==> src/rtl/core/tmprof_pkg.sv <==
`default_nettype none
package tmprof_pkg;

  typedef enum logic [1:0] {
    ALU_MUL,
    ALU_DIV,
    ALU_SQRT
  } alu_op_t;

  typedef struct packed {
    logic    start;
    alu_op_t op;
  } alu_req_t;

  typedef struct packed {
    logic busy;
    logic done;
  } alu_stat_t;

  typedef enum logic [4:0] {
    ST_IDLE,
    ST_DIV_VA,
    ST_MUL_AT,
    ST_MUL_ATT,
    ST_DECIDE,
    ST_DIV_DA,
    ST_SQRT,
    ST_MUL_PK,
    ST_MUL_PKT,
    ST_DIV_REM,
    ST_PLAN_END,
    ST_SAMP,
    ST_MUL_A,
    ST_MUL_AA,
    ST_MUL_PEAK,
    ST_SAMP_END,
    ST_OUT
  } state_t;

  typedef enum logic [1:0] {
    RGN_ACCEL,
    RGN_CRUISE,
    RGN_DECEL
  } region_t;

  localparam logic [1:0] STS_OK         = 2'd0;
  localparam logic [1:0] STS_NO_PLAN    = 2'd1;
  localparam logic [1:0] STS_ZERO_LIMIT = 2'd2;

  localparam logic CMD_PLAN   = 1'b0;
  localparam logic CMD_SAMPLE = 1'b1;

  localparam logic [1:0] CFG_DIST  = 2'd0;
  localparam logic [1:0] CFG_VEL   = 2'd1;
  localparam logic [1:0] CFG_ACCEL = 2'd2;

endpackage
`default_nettype wire

==> src/rtl/core/trapezoid_motion_profile_core.sv <==
`default_nettype none
// Channel   Direction  Handshake          Payload
// in_       input      in_valid/in_stall  command, sample_time
// out_      output     out_valid/out_stall position, velocity, total_time, status
// cfg_      input      cfg_we             cfg_index, cfg_wdata
//
// One item at a time through a shared bit-serial unit (multiply, divide, square root).
// Plan: div + 2 mul, then one div or, for a triangle, div + sqrt + 2 mul.
// Sample: 1 to 3 multiplies. Errors go straight to the output state. Synchronous
// active-low reset; a finished result waits in the output register while the next
// transaction is accepted.
module trapezoid_motion_profile_core #(
  parameter int FRAC_BITS = 16,
  parameter int WORD_BITS = 32
) (
  input  wire logic                 clk,
  input  wire logic                 rst_n,
  input  wire logic                 cfg_we,
  input  wire logic [1:0]           cfg_index,
  input  wire logic [WORD_BITS-1:0] cfg_wdata,
  input  wire logic                 in_valid,
  output logic                      in_stall,
  input  wire logic                 in_command,
  input  wire logic [WORD_BITS-1:0] in_sample_time,
  output logic                      out_valid,
  input  wire logic                 out_stall,
  output logic [WORD_BITS-1:0]      out_position,
  output logic [WORD_BITS-1:0]      out_velocity,
  output logic [WORD_BITS-1:0]      out_total_time,
  output logic [1:0]                out_status
);

  localparam int W = WORD_BITS;
  localparam int F = FRAC_BITS;

  tmprof_pkg::state_t    state_r, state_nxt;
  tmprof_pkg::region_t   region_r;
  tmprof_pkg::alu_req_t  alu_req;
  tmprof_pkg::alu_stat_t alu_stat;
  logic [W-1:0] alu_res, alu_x, alu_y;

  logic [W-1:0] dist_cfg_r, vel_cfg_r, acc_cfg_r;
  logic [W-1:0] ramp_time_r, cruise_end_r, plan_total_time_r;
  logic [W-1:0] peak_velocity_r, ramp_distance_r, plan_dist_r, plan_acc_r;
  logic         plan_valid_r;
  logic [W-1:0] t_r, teff_r, tmp_r, half_r, m_r;
  logic [W-1:0] res_pos_r, res_vel_r, res_tot_r;
  logic [1:0]   res_sts_r;
  logic         out_valid_r;
  logic [W-1:0] out_position_r, out_velocity_r, out_total_time_r;
  logic [1:0]   out_status_r;

  logic         accept, out_load, zero_limit, is_tri;
  logic [W-1:0] dist_floor, tot_2tr, rem_dist, decel_base, pos_final, vel_final;
  logic [W:0]   sum_2tr, sum_tot, sum_r1, pos_raw;
  logic [W+1:0] s_r2;

  assign accept     = in_valid && !in_stall;
  assign in_stall   = state_r != tmprof_pkg::ST_IDLE;
  assign out_load   = (state_r == tmprof_pkg::ST_OUT) && (!out_valid_r || !out_stall);
  assign zero_limit = (vel_cfg_r == '0) || (acc_cfg_r == '0);
  assign dist_floor = (dist_cfg_r == '0) ? W'(1) : dist_cfg_r;
  assign is_tri     = {ramp_distance_r, 1'b0} >= {1'b0, plan_dist_r};
  assign rem_dist   = plan_dist_r - {ramp_distance_r[W-2:0], 1'b0};

  assign sum_2tr = {1'b0, ramp_time_r} + {1'b0, ramp_time_r};
  assign tot_2tr = sum_2tr[W] ? '1 : sum_2tr[W-1:0];
  assign sum_tot = {1'b0, tot_2tr} + {1'b0, alu_res};

  // sample result assembly
  assign decel_base = (plan_dist_r > ramp_distance_r) ? plan_dist_r - ramp_distance_r : '0;
  assign sum_r1 = {1'b0, ramp_distance_r} + {1'b0, m_r};
  assign s_r2   = {2'b0, decel_base} + {2'b0, m_r} - {2'b0, half_r};

  always_comb begin
    case (region_r)
      tmprof_pkg::RGN_ACCEL: begin
        pos_raw   = {1'b0, half_r};
        vel_final = tmp_r;
      end
      tmprof_pkg::RGN_CRUISE: begin
        pos_raw   = sum_r1[W] ? {1'b0, {W{1'b1}}} : sum_r1;
        vel_final = peak_velocity_r;
      end
      default: begin
        pos_raw   = s_r2[W+1] ? '0 : s_r2[W:0];
        vel_final = (peak_velocity_r > tmp_r) ? peak_velocity_r - tmp_r : '0;
      end
    endcase
    pos_final = (pos_raw > {1'b0, plan_dist_r}) ? plan_dist_r : pos_raw[W-1:0];
  end

  // next state
  always_comb begin
    state_nxt = state_r;
    unique case (state_r)
      tmprof_pkg::ST_IDLE: begin
        if (accept) begin
          if (in_command == tmprof_pkg::CMD_PLAN) begin
            state_nxt = zero_limit ? tmprof_pkg::ST_OUT : tmprof_pkg::ST_DIV_VA;
          end else begin
            state_nxt = plan_valid_r ? tmprof_pkg::ST_SAMP : tmprof_pkg::ST_OUT;
          end
        end
      end
      tmprof_pkg::ST_DIV_VA:  if (alu_stat.done) state_nxt = tmprof_pkg::ST_MUL_AT;
      tmprof_pkg::ST_MUL_AT:  if (alu_stat.done) state_nxt = tmprof_pkg::ST_MUL_ATT;
      tmprof_pkg::ST_MUL_ATT: if (alu_stat.done) state_nxt = tmprof_pkg::ST_DECIDE;
      tmprof_pkg::ST_DECIDE:  state_nxt = is_tri ? tmprof_pkg::ST_DIV_DA : tmprof_pkg::ST_DIV_REM;
      tmprof_pkg::ST_DIV_DA:  if (alu_stat.done) state_nxt = tmprof_pkg::ST_SQRT;
      tmprof_pkg::ST_SQRT:    if (alu_stat.done) state_nxt = tmprof_pkg::ST_MUL_PK;
      tmprof_pkg::ST_MUL_PK:  if (alu_stat.done) state_nxt = tmprof_pkg::ST_MUL_PKT;
      tmprof_pkg::ST_MUL_PKT: if (alu_stat.done) state_nxt = tmprof_pkg::ST_PLAN_END;
      tmprof_pkg::ST_DIV_REM: if (alu_stat.done) state_nxt = tmprof_pkg::ST_PLAN_END;
      tmprof_pkg::ST_PLAN_END: state_nxt = tmprof_pkg::ST_OUT;
      tmprof_pkg::ST_SAMP: begin
        if (t_r <= ramp_time_r)       state_nxt = tmprof_pkg::ST_MUL_A;
        else if (t_r <= cruise_end_r) state_nxt = tmprof_pkg::ST_MUL_PEAK;
        else                          state_nxt = tmprof_pkg::ST_MUL_A;
      end
      tmprof_pkg::ST_MUL_A:   if (alu_stat.done) state_nxt = tmprof_pkg::ST_MUL_AA;
      tmprof_pkg::ST_MUL_AA: begin
        if (alu_stat.done) begin
          state_nxt = (region_r == tmprof_pkg::RGN_ACCEL) ? tmprof_pkg::ST_SAMP_END
                                                          : tmprof_pkg::ST_MUL_PEAK;
        end
      end
      tmprof_pkg::ST_MUL_PEAK: if (alu_stat.done) state_nxt = tmprof_pkg::ST_SAMP_END;
      tmprof_pkg::ST_SAMP_END: state_nxt = tmprof_pkg::ST_OUT;
      tmprof_pkg::ST_OUT:      if (out_load) state_nxt = tmprof_pkg::ST_IDLE;
      default:                 state_nxt = tmprof_pkg::ST_IDLE;
    endcase
  end

  // unit control and operand selection
  always_comb begin
    alu_req.start = 1'b0;
    alu_req.op    = tmprof_pkg::ALU_MUL;
    alu_x         = plan_acc_r;
    alu_y         = ramp_time_r;
    unique case (state_r)
      tmprof_pkg::ST_DIV_VA: begin
        alu_req.start = 1'b1;
        alu_req.op    = tmprof_pkg::ALU_DIV;
        alu_x         = vel_cfg_r;
        alu_y         = plan_acc_r;
      end
      tmprof_pkg::ST_MUL_AT, tmprof_pkg::ST_MUL_PK: begin
        alu_req.start = 1'b1;
      end
      tmprof_pkg::ST_MUL_ATT: begin
        alu_req.start = 1'b1;
        alu_x         = tmp_r;
      end
      tmprof_pkg::ST_DIV_DA: begin
        alu_req.start = 1'b1;
        alu_req.op    = tmprof_pkg::ALU_DIV;
        alu_x         = plan_dist_r;
        alu_y         = plan_acc_r;
      end
      tmprof_pkg::ST_SQRT: begin
        alu_req.start = 1'b1;
        alu_req.op    = tmprof_pkg::ALU_SQRT;
        alu_x         = tmp_r;
      end
      tmprof_pkg::ST_MUL_PKT: begin
        alu_req.start = 1'b1;
        alu_x         = peak_velocity_r;
      end
      tmprof_pkg::ST_DIV_REM: begin
        alu_req.start = 1'b1;
        alu_req.op    = tmprof_pkg::ALU_DIV;
        alu_x         = rem_dist;
        alu_y         = vel_cfg_r;
      end
      tmprof_pkg::ST_MUL_A: begin
        alu_req.start = 1'b1;
        alu_y         = teff_r;
      end
      tmprof_pkg::ST_MUL_AA: begin
        alu_req.start = 1'b1;
        alu_x         = tmp_r;
        alu_y         = teff_r;
      end
      tmprof_pkg::ST_MUL_PEAK: begin
        alu_req.start = 1'b1;
        alu_x         = peak_velocity_r;
        alu_y         = teff_r;
      end
      default: begin
        alu_req.start = 1'b0;
      end
    endcase
    // hold off while the unit is busy or a result is being handed back
    alu_req.start = alu_req.start && !alu_stat.busy && !alu_stat.done;
  end

  tmprof_alu #(
    .W (W),
    .F (F)
  ) u_alu (
    .clk    (clk),
    .rst_n  (rst_n),
    .req    (alu_req),
    .opx    (alu_x),
    .opy    (alu_y),
    .stat   (alu_stat),
    .result (alu_res)
  );

  always_ff @(posedge clk) begin
    if (!rst_n) begin
      state_r           <= tmprof_pkg::ST_IDLE;
      dist_cfg_r        <= W'(1) << F;
      vel_cfg_r         <= W'(1) << F;
      acc_cfg_r         <= W'(1) << F;
      plan_valid_r      <= 1'b0;
      ramp_time_r       <= '0;
      cruise_end_r      <= '0;
      plan_total_time_r <= '0;
      peak_velocity_r   <= '0;
      ramp_distance_r   <= '0;
      plan_dist_r       <= '0;
      plan_acc_r        <= '0;
      region_r          <= tmprof_pkg::RGN_ACCEL;
      out_valid_r       <= 1'b0;
    end else begin
      state_r <= state_nxt;
      if (cfg_we) begin
        case (cfg_index)
          tmprof_pkg::CFG_DIST:  dist_cfg_r <= cfg_wdata;
          tmprof_pkg::CFG_VEL:   vel_cfg_r  <= cfg_wdata;
          tmprof_pkg::CFG_ACCEL: acc_cfg_r  <= cfg_wdata;
          default: ;
        endcase
      end

      unique case (state_r)
        tmprof_pkg::ST_IDLE: begin
          if (accept) begin
            res_pos_r <= '0;
            res_vel_r <= '0;
            res_tot_r <= '0;
            t_r       <= in_sample_time;
            if (in_command == tmprof_pkg::CMD_PLAN) begin
              res_sts_r <= zero_limit ? tmprof_pkg::STS_ZERO_LIMIT : tmprof_pkg::STS_OK;
              if (zero_limit) begin
                plan_valid_r <= 1'b0;
              end else begin
                plan_dist_r <= dist_floor;
                plan_acc_r  <= acc_cfg_r;
              end
            end else begin
              res_sts_r <= plan_valid_r ? tmprof_pkg::STS_OK : tmprof_pkg::STS_NO_PLAN;
            end
          end
        end
        tmprof_pkg::ST_DIV_VA:  if (alu_stat.done) ramp_time_r <= alu_res;
        tmprof_pkg::ST_MUL_AT:  if (alu_stat.done) tmp_r <= alu_res;
        tmprof_pkg::ST_MUL_ATT: if (alu_stat.done) ramp_distance_r <= alu_res >> 1;
        tmprof_pkg::ST_DIV_DA:  if (alu_stat.done) tmp_r <= alu_res;
        tmprof_pkg::ST_SQRT:    if (alu_stat.done) ramp_time_r <= alu_res;
        tmprof_pkg::ST_MUL_PK:  if (alu_stat.done) peak_velocity_r <= alu_res;
        tmprof_pkg::ST_MUL_PKT: begin
          if (alu_stat.done) begin
            ramp_distance_r   <= alu_res >> 1;
            plan_total_time_r <= tot_2tr;
          end
        end
        tmprof_pkg::ST_DIV_REM: begin
          if (alu_stat.done) begin
            peak_velocity_r   <= vel_cfg_r;
            plan_total_time_r <= sum_tot[W] ? '1 : sum_tot[W-1:0];
          end
        end
        tmprof_pkg::ST_PLAN_END: begin
          cruise_end_r <= (plan_total_time_r >= ramp_time_r) ?
                          plan_total_time_r - ramp_time_r : '0;
          plan_valid_r <= 1'b1;
          res_tot_r    <= plan_total_time_r;
        end
        tmprof_pkg::ST_SAMP: begin
          if (t_r <= ramp_time_r) begin
            region_r <= tmprof_pkg::RGN_ACCEL;
            teff_r   <= t_r;
          end else if (t_r <= cruise_end_r) begin
            region_r <= tmprof_pkg::RGN_CRUISE;
            teff_r   <= t_r - ramp_time_r;
          end else begin
            region_r <= tmprof_pkg::RGN_DECEL;
            teff_r   <= t_r - cruise_end_r;
          end
        end
        tmprof_pkg::ST_MUL_A:    if (alu_stat.done) tmp_r <= alu_res;
        tmprof_pkg::ST_MUL_AA:   if (alu_stat.done) half_r <= alu_res >> 1;
        tmprof_pkg::ST_MUL_PEAK: if (alu_stat.done) m_r <= alu_res;
        tmprof_pkg::ST_SAMP_END: begin
          res_pos_r <= pos_final;
          res_vel_r <= vel_final;
          res_tot_r <= plan_total_time_r;
        end
        default: ;
      endcase

      if (out_load) begin
        out_valid_r <= 1'b1;
      end else if (out_valid_r && !out_stall) begin
        out_valid_r <= 1'b0;
      end
    end
  end

  always_ff @(posedge clk) begin
    if (out_load) begin
      out_position_r   <= res_pos_r;
      out_velocity_r   <= res_vel_r;
      out_total_time_r <= res_tot_r;
      out_status_r     <= res_sts_r;
    end
  end

  assign out_valid      = out_valid_r;
  assign out_position   = out_position_r;
  assign out_velocity   = out_velocity_r;
  assign out_total_time = out_total_time_r;
  assign out_status     = out_status_r;

  a_alu_start_idle: assert property (@(posedge clk) disable iff (!rst_n)
    alu_req.start |-> !alu_stat.busy)
    else $error("unit started while busy");

  a_plan_order: assert property (@(posedge clk) disable iff (!rst_n)
    plan_valid_r && state_r == tmprof_pkg::ST_IDLE |-> cruise_end_r <= plan_total_time_r)
    else $error("cruise end beyond total time");

  a_err_zero: assert property (@(posedge clk) disable iff (!rst_n)
    out_valid_r && out_status_r != tmprof_pkg::STS_OK
      |-> out_position_r == '0 && out_velocity_r == '0)
    else $error("error transaction carries motion data");

  a_out_code: assert property (@(posedge clk) disable iff (!rst_n)
    out_valid_r |-> out_status_r <= tmprof_pkg::STS_ZERO_LIMIT)
    else $error("undefined status code");

endmodule
`default_nettype wire

==> src/rtl/core/tmprof_alu.sv <==
`default_nettype none
// Bit-serial fixed point unit: multiply (one multiplier bit per cycle),
// restoring divide (one quotient bit per cycle), square root (one root bit per cycle).
module tmprof_alu #(
  parameter int W = 32,
  parameter int F = 16
) (
  input  wire logic              clk,
  input  wire logic              rst_n,
  input  wire tmprof_pkg::alu_req_t req,
  input  wire logic [W-1:0]      opx,
  input  wire logic [W-1:0]      opy,
  output tmprof_pkg::alu_stat_t  stat,
  output logic      [W-1:0]      result
);

  localparam int N  = W + F;
  localparam int CW = $clog2(N);

  tmprof_pkg::alu_op_t op_r;
  logic          busy_r;
  logic          done_r;
  logic [CW-1:0] cnt_r;
  logic [W-1:0]  x_r;
  logic [W-1:0]  y_r;
  logic [W-1:0]  hi_r;
  logic [W-1:0]  lo_r;
  logic [N-1:0]  num_r;
  logic [W+1:0]  rem_r;
  logic [W-1:0]  root_r;
  logic [2*W-1:0] rad_r;

  logic [W:0]    mul_sum;
  logic [W:0]    div_sh;
  logic [W:0]    div_diff;
  logic          div_ge;
  logic [W+3:0]  sq_sh;
  logic [W+3:0]  sq_trial;
  logic [W+3:0]  sq_diff;
  logic          sq_ge;
  logic [2*W-1:0] prod;

  assign mul_sum  = {1'b0, hi_r} + (y_r[0] ? {1'b0, x_r} : '0);
  assign div_sh   = {rem_r[W-1:0], num_r[N-1]};
  assign div_ge   = div_sh >= {1'b0, x_r};
  assign div_diff = div_sh - {1'b0, x_r};
  assign sq_sh    = {rem_r, rad_r[2*W-1 -: 2]};
  assign sq_trial = (W+4)'({root_r, 2'b01});
  assign sq_ge    = sq_sh >= sq_trial;
  assign sq_diff  = sq_sh - sq_trial;
  assign prod     = {hi_r, lo_r};

  always_comb begin
    case (op_r)
      tmprof_pkg::ALU_MUL:  result = ((prod >> (W + F)) != '0) ? '1 : prod[F +: W];
      tmprof_pkg::ALU_DIV:  result = ((num_r >> W) != '0) ? '1 : num_r[W-1:0];
      default:              result = root_r;
    endcase
  end

  assign stat.busy = busy_r;
  assign stat.done = done_r;

  always_ff @(posedge clk) begin
    if (!rst_n) begin
      busy_r <= 1'b0;
      done_r <= 1'b0;
      op_r   <= tmprof_pkg::ALU_MUL;
      cnt_r  <= '0;
    end else begin
      done_r <= 1'b0;
      if (req.start && !busy_r) begin
        busy_r <= 1'b1;
        op_r   <= req.op;
        rem_r  <= '0;
        root_r <= '0;
        hi_r   <= '0;
        lo_r   <= '0;
        x_r    <= (req.op == tmprof_pkg::ALU_DIV) ? opy : opx;
        y_r    <= opy;
        num_r  <= N'(opx) << F;
        rad_r  <= (2*W)'(opx) << F;
        cnt_r  <= (req.op == tmprof_pkg::ALU_DIV) ? CW'(N - 1) : CW'(W - 1);
      end else if (busy_r) begin
        case (op_r)
          tmprof_pkg::ALU_MUL: begin
            hi_r <= mul_sum[W:1];
            lo_r <= {mul_sum[0], lo_r[W-1:1]};
            y_r  <= y_r >> 1;
          end
          tmprof_pkg::ALU_DIV: begin
            rem_r <= (W+2)'(div_ge ? div_diff[W-1:0] : div_sh[W-1:0]);
            num_r <= {num_r[N-2:0], div_ge};
          end
          default: begin
            rem_r  <= sq_ge ? sq_diff[W+1:0] : sq_sh[W+1:0];
            root_r <= {root_r[W-2:0], sq_ge};
            rad_r  <= rad_r << 2;
          end
        endcase
        if (cnt_r == '0) begin
          busy_r <= 1'b0;
          done_r <= 1'b1;
        end else begin
          cnt_r <= cnt_r - 1'b1;
        end
      end
    end
  end

endmodule
`default_nettype wire

==> config.mk <==
export PLATFORM = sky130hd
export DESIGN_NAME = trapezoid_motion_profile_core
export DESIGN_NICKNAME = d
export VERILOG_FILES = /design/src/rtl/core/tmprof_pkg.sv /design/src/rtl/core/trapezoid_motion_profile_core.sv /design/src/rtl/core/tmprof_alu.sv
export SDC_FILE = /design/constraint.sdc
export NUM_CORES = 2
export LEC_CHECK = 0
export BUFFER_PORTS_ARGS = -buffer_cell sky130_fd_sc_hd__buf_2
export CAP_MARGIN = 10
export CELL_PAD_IN_SITES_DETAIL_PLACEMENT = 2
export CELL_PAD_IN_SITES_GLOBAL_PLACEMENT = 2
export CORE_MARGIN = 4
export CORE_UTILIZATION = 30
export DETAILED_ROUTE_END_ITERATION = 6
export PLACE_DENSITY = 0.67
export SYNTH_ARGS = -nofsm -noshare
export SYNTH_HDL_FRONTEND = slang
export SYNTH_SLANG_ARGS = --single-unit
==> constraint.sdc <==
create_clock -name clk -period 14.23 [get_ports clk]
set_input_delay 0.7115 -clock clk [delete_from_list [all_inputs] [get_ports clk]]
set_output_delay 0.7115 -clock clk [all_outputs]
set_load 0.02 [all_outputs]
==> flow_metrics.env <==
export IMPL_status="finished, final reports clean"
export IMPL_async_flop_share_pct=0
export IMPL_hp_class="input port to flop"
export IMPL_drive_above_1_share_pct=8.60
export IMPL_io_pins=172
export IMPL_synth_seq_area_share_pct=40.8
export IMPL_p_int_w=0.00684
export IMPL_ctsHoldBuffers=0
export IMPL_ctsLongestPathBuffers=3
export IMPL_worstSetupStartpointType="flop"
export IMPL_die_w_um=466
export IMPL_n_fill_cell=23300
export IMPL_cts_tree="done"
export IMPL_worst_path_max_fanout=29
export IMPL_worst_pin_slew_ns=1.29
export IMPL_place_ws_ns=4.52
export IMPL_critPathArrivalTime_ns=10.38
export IMPL_cp_end_kind="flop"
export IMPL_final_nets=7627
export IMPL_die_h_um=466
export IMPL_synth_xor_area_share_pct=4.43
export IMPL_p_comb_share_pct=37.0
export IMPL_drv_cap=0
export IMPL_portBuffers=171
export IMPL_seqPwrFrac_pct=34.9
export IMPL_grt_pass1_wl_um=417000
export IMPL_grt_pass1_vias=58300
export IMPL_grt_ovfl_total=0
export IMPL_viasPerCell=5.69
export IMPL_fin_tns_setup_ns=0
export IMPL_synthMuxAreaShare_pct=1.39
export IMPL_drc=0
export IMPL_die_area_sq_um=217000
export IMPL_synth_simple_gate_area_share_pct=16.6
export IMPL_drtIter0Drc=5176
export IMPL_antenna_found_initial=12
export IMPL_area_growth_syn_to_layout_pct=13.4
export IMPL_drt_pass1_iterations=7
export IMPL_wl_per_cell_um=29.0
export IMPL_synthDominantCellAreaShare_pct=30.1
export IMPL_synth_top_family_by_area="compound AO/OA/AOI/OAI gates"
export IMPL_postCtsSetupBuffers=0
export IMPL_crit_top_cell="o21ai_0"
export IMPL_slew_headroom_pct=14.0
export IMPL_sequential_cell_area_sq_um=25700
export IMPL_min_period_ns=9.76
export IMPL_fin_skew_ns=0.0642
export IMPL_clk_pin_slew_ns=0.06
export IMPL_syn_avg_cell_area_sq_um=8.98
export IMPL_grt_max_degree=100
export IMPL_total_leakage_power_nw=28.2
export IMPL_yosysWarnings=0
export IMPL_coreArea_sq_um=208000
export IMPL_placementRows=167
export IMPL_synthesis_nets=7530
export IMPL_postRouteWirelength_um=290000
export IMPL_syn_cell_area_sq_um=62800
export IMPL_ff2ff_setup_slack_ns=4.47
export IMPL_rsz0062_at_grt="false"
export IMPL_path_class="flop to flop"
export IMPL_netlist_cell_type_count=94
export IMPL_hold_viol=0
export IMPL_crit_path_top_delay_cell="nor4b_1"
export IMPL_root_buffer="clkbuf_16"
export IMPL_cts_resized=0
export IMPL_synth_compound_area_share_pct=22.1
export IMPL_holdWs_ns=0.0981
export IMPL_synth_area_leaders="edfxtp_1, dfxtp_1, ha_1"
export IMPL_cts_inserted_buffers=119
export IMPL_grt_usage_pct=25.9
export IMPL_final_antenna_net_count=0
export IMPL_synthCells=6998
export IMPL_finalCritPeriodShare_pct=68.6
export IMPL_synthAdderAreaFrac_pct=9.65
export IMPL_fin_ws_ns=4.47
export IMPL_max_stage_delay_ns=0.51
export IMPL_p_sw_w=0.00433
export IMPL_multi_input_area_sq_um=34300
export IMPL_power_share_clock_pct=28.1
export IMPL_fmax_mhz=103
export IMPL_start_util_pct=30.3
export IMPL_num_vias=56900
export IMPL_dpl_instance_area_sq_um=67200
export IMPL_ys_seq_elements=967
export IMPL_clock_sinks=967
export IMPL_synth_main_ff_cell="edfxtp_1"
export IMPL_fin_area_sq_um=71200
export IMPL_synth_edff_count=629
export IMPL_ir_worst_vdd_uv=105
export IMPL_dp_hpwl_um=226000
export IMPL_yosys_area_top_type="edfxtp_1"
export IMPL_htreeDepth=3
export IMPL_clk_latency_ns=0.81
export IMPL_place_congestion=0.940
export IMPL_swShare_pct=38.8
export IMPL_setup_viol=0
export IMPL_largest_registers="u_alu.num_r: 48 flops, u_alu.rad_r: 48 flops, u_alu.rem_r: 34 flops"
export IMPL_power_density_nw_per_um2=157
export IMPL_finalMaxSlewViolations=0
export IMPL_required_ns=14.85
## cell type report
class,instances,area share [%]
clock inverters,59,0.834
diodes,9,0.0316
multi-input cells,5225,48.2
inverters,457,2.41
well taps,2788,4.90
repair buffers,325,2.84
flip-flops and latches,967,36.0
clock buffers,165,4.76
## cell families (layout without fill, tap and decap cells)
family	after synthesis	after routing
other	0	9
and+or+nand+nor	2262	2262
muxes	87	87
AOI/OAI and AO/OA	2098	2098
adders and majority gates	460	460
DFF	967	967
xor gates and xnor gates	318	318
buffers and inverters	806	1006
## critical path: cells and delay by family, from the launching register on
| family | cells | cell delay, ns |
|---|---|---|
| DFF | 1 | 0.41 |
| and+or+nand+nor | 10 | 2.15 |
| adders and majority gates | 5 | 1.64 |
| AOI/OAI and AO/OA | 18 | 4.24 |
| buffers and inverters | 6 | 1.09 |
## metal layers
| layer | vias to the layer above | global-route usage, % | part of all wire [%] |
|---|---|---|---|
| li1 | 25500 | - | - |
| met2 | 1746 | 40.1 | 44 |
| met4 | 6 | 10.6 | 4.9 |
| met3 | 445 | 3.53 | 6.2 |
| met1 | 29200 | 36.3 | 45 |
| met5 | - | 0 | 0.012 |
## final timing paths
check | startpoint | to | cells past startpoint
worst min register to register | res_tot_r[0]$_SDFFCE_PP0P_ | out_total_time[0]$_DFFE_PP_ | 0
worst min-delay path | in_sample_time[23] | t_r[23]$_DFFE_PP_ | 1
worst max-delay path | plan_dist_r[0]$_SDFFE_PN0P_ | res_pos_r[7]$_SDFFCE_PN0P_ | 39
worst max register to register | plan_dist_r[0]$_SDFFE_PN0P_ | res_pos_r[7]$_SDFFCE_PN0P_ | 39
## per-stage QoR
step | std cells | total power (W) | utilization (%)
floorplan | 6998 | 0.00671 | -
global placement | 9762 | 0.00791 | 32.4
detailed placement | 9762 | 0.00804 | 32.4
CTS | 9986 | 0.0112 | 34.3
global route | 9986 | 0.0118 | 34.3
finish | 9995 | 0.0112 | 34.3
## power groups by stage
stage | registers (W) | logic (W) | clock network (W)
finish | 0.00390 | 0.00414 | 0.00314
global placement | 0.00394 | 0.00396 | 0
detailed placement | 0.00396 | 0.00409 | 0
CTS | 0.00390 | 0.00412 | 0.00320
global route | 0.00393 | 0.00455 | 0.00332
floorplan | 0.00395 | 0.00275 | 0
## Yosys cell counts, types with 63 or more instances
cell,n
nand3_1,121
a21boi_0,202
mux2i_1,83
o21a_1,64
xor2_1,126
clkbuf_1,284
inv_1,455
ha_1,419
a211oi_1,70
nor2_1,449
a21o_1,203
nor3_1,84
edfxtp_1,629
and2_1,163
o21ai_0,370
nand4_1,81
dfxtp_1,338
a31oi_1,73
nor2b_1,91
o22ai_1,83
nand2_1,978
a21oi_1,531
nand2b_1,63
xnor2_1,192
## cell usage in the layout (no fill, tap or decap), drive strengths merged, types with 63 or more instances in the layout
master  instances
a211oi         72
a21boi        204
a21o          203
a21oi         532
a31oi          74
and2          163
buf           325
clkbuf        165
dfxtp         338
edfxtp        629
ha            419
inv           464
mux2i          83
nand2         979
nand2b         63
nand3         121
nand4          81
nor2          449
nor2b          91
nor3           84
o21a           64
o21ai         377
o22ai          83
xnor2         192
xor2          126
No activity file was read; power rests on OpenSTA's default activity.
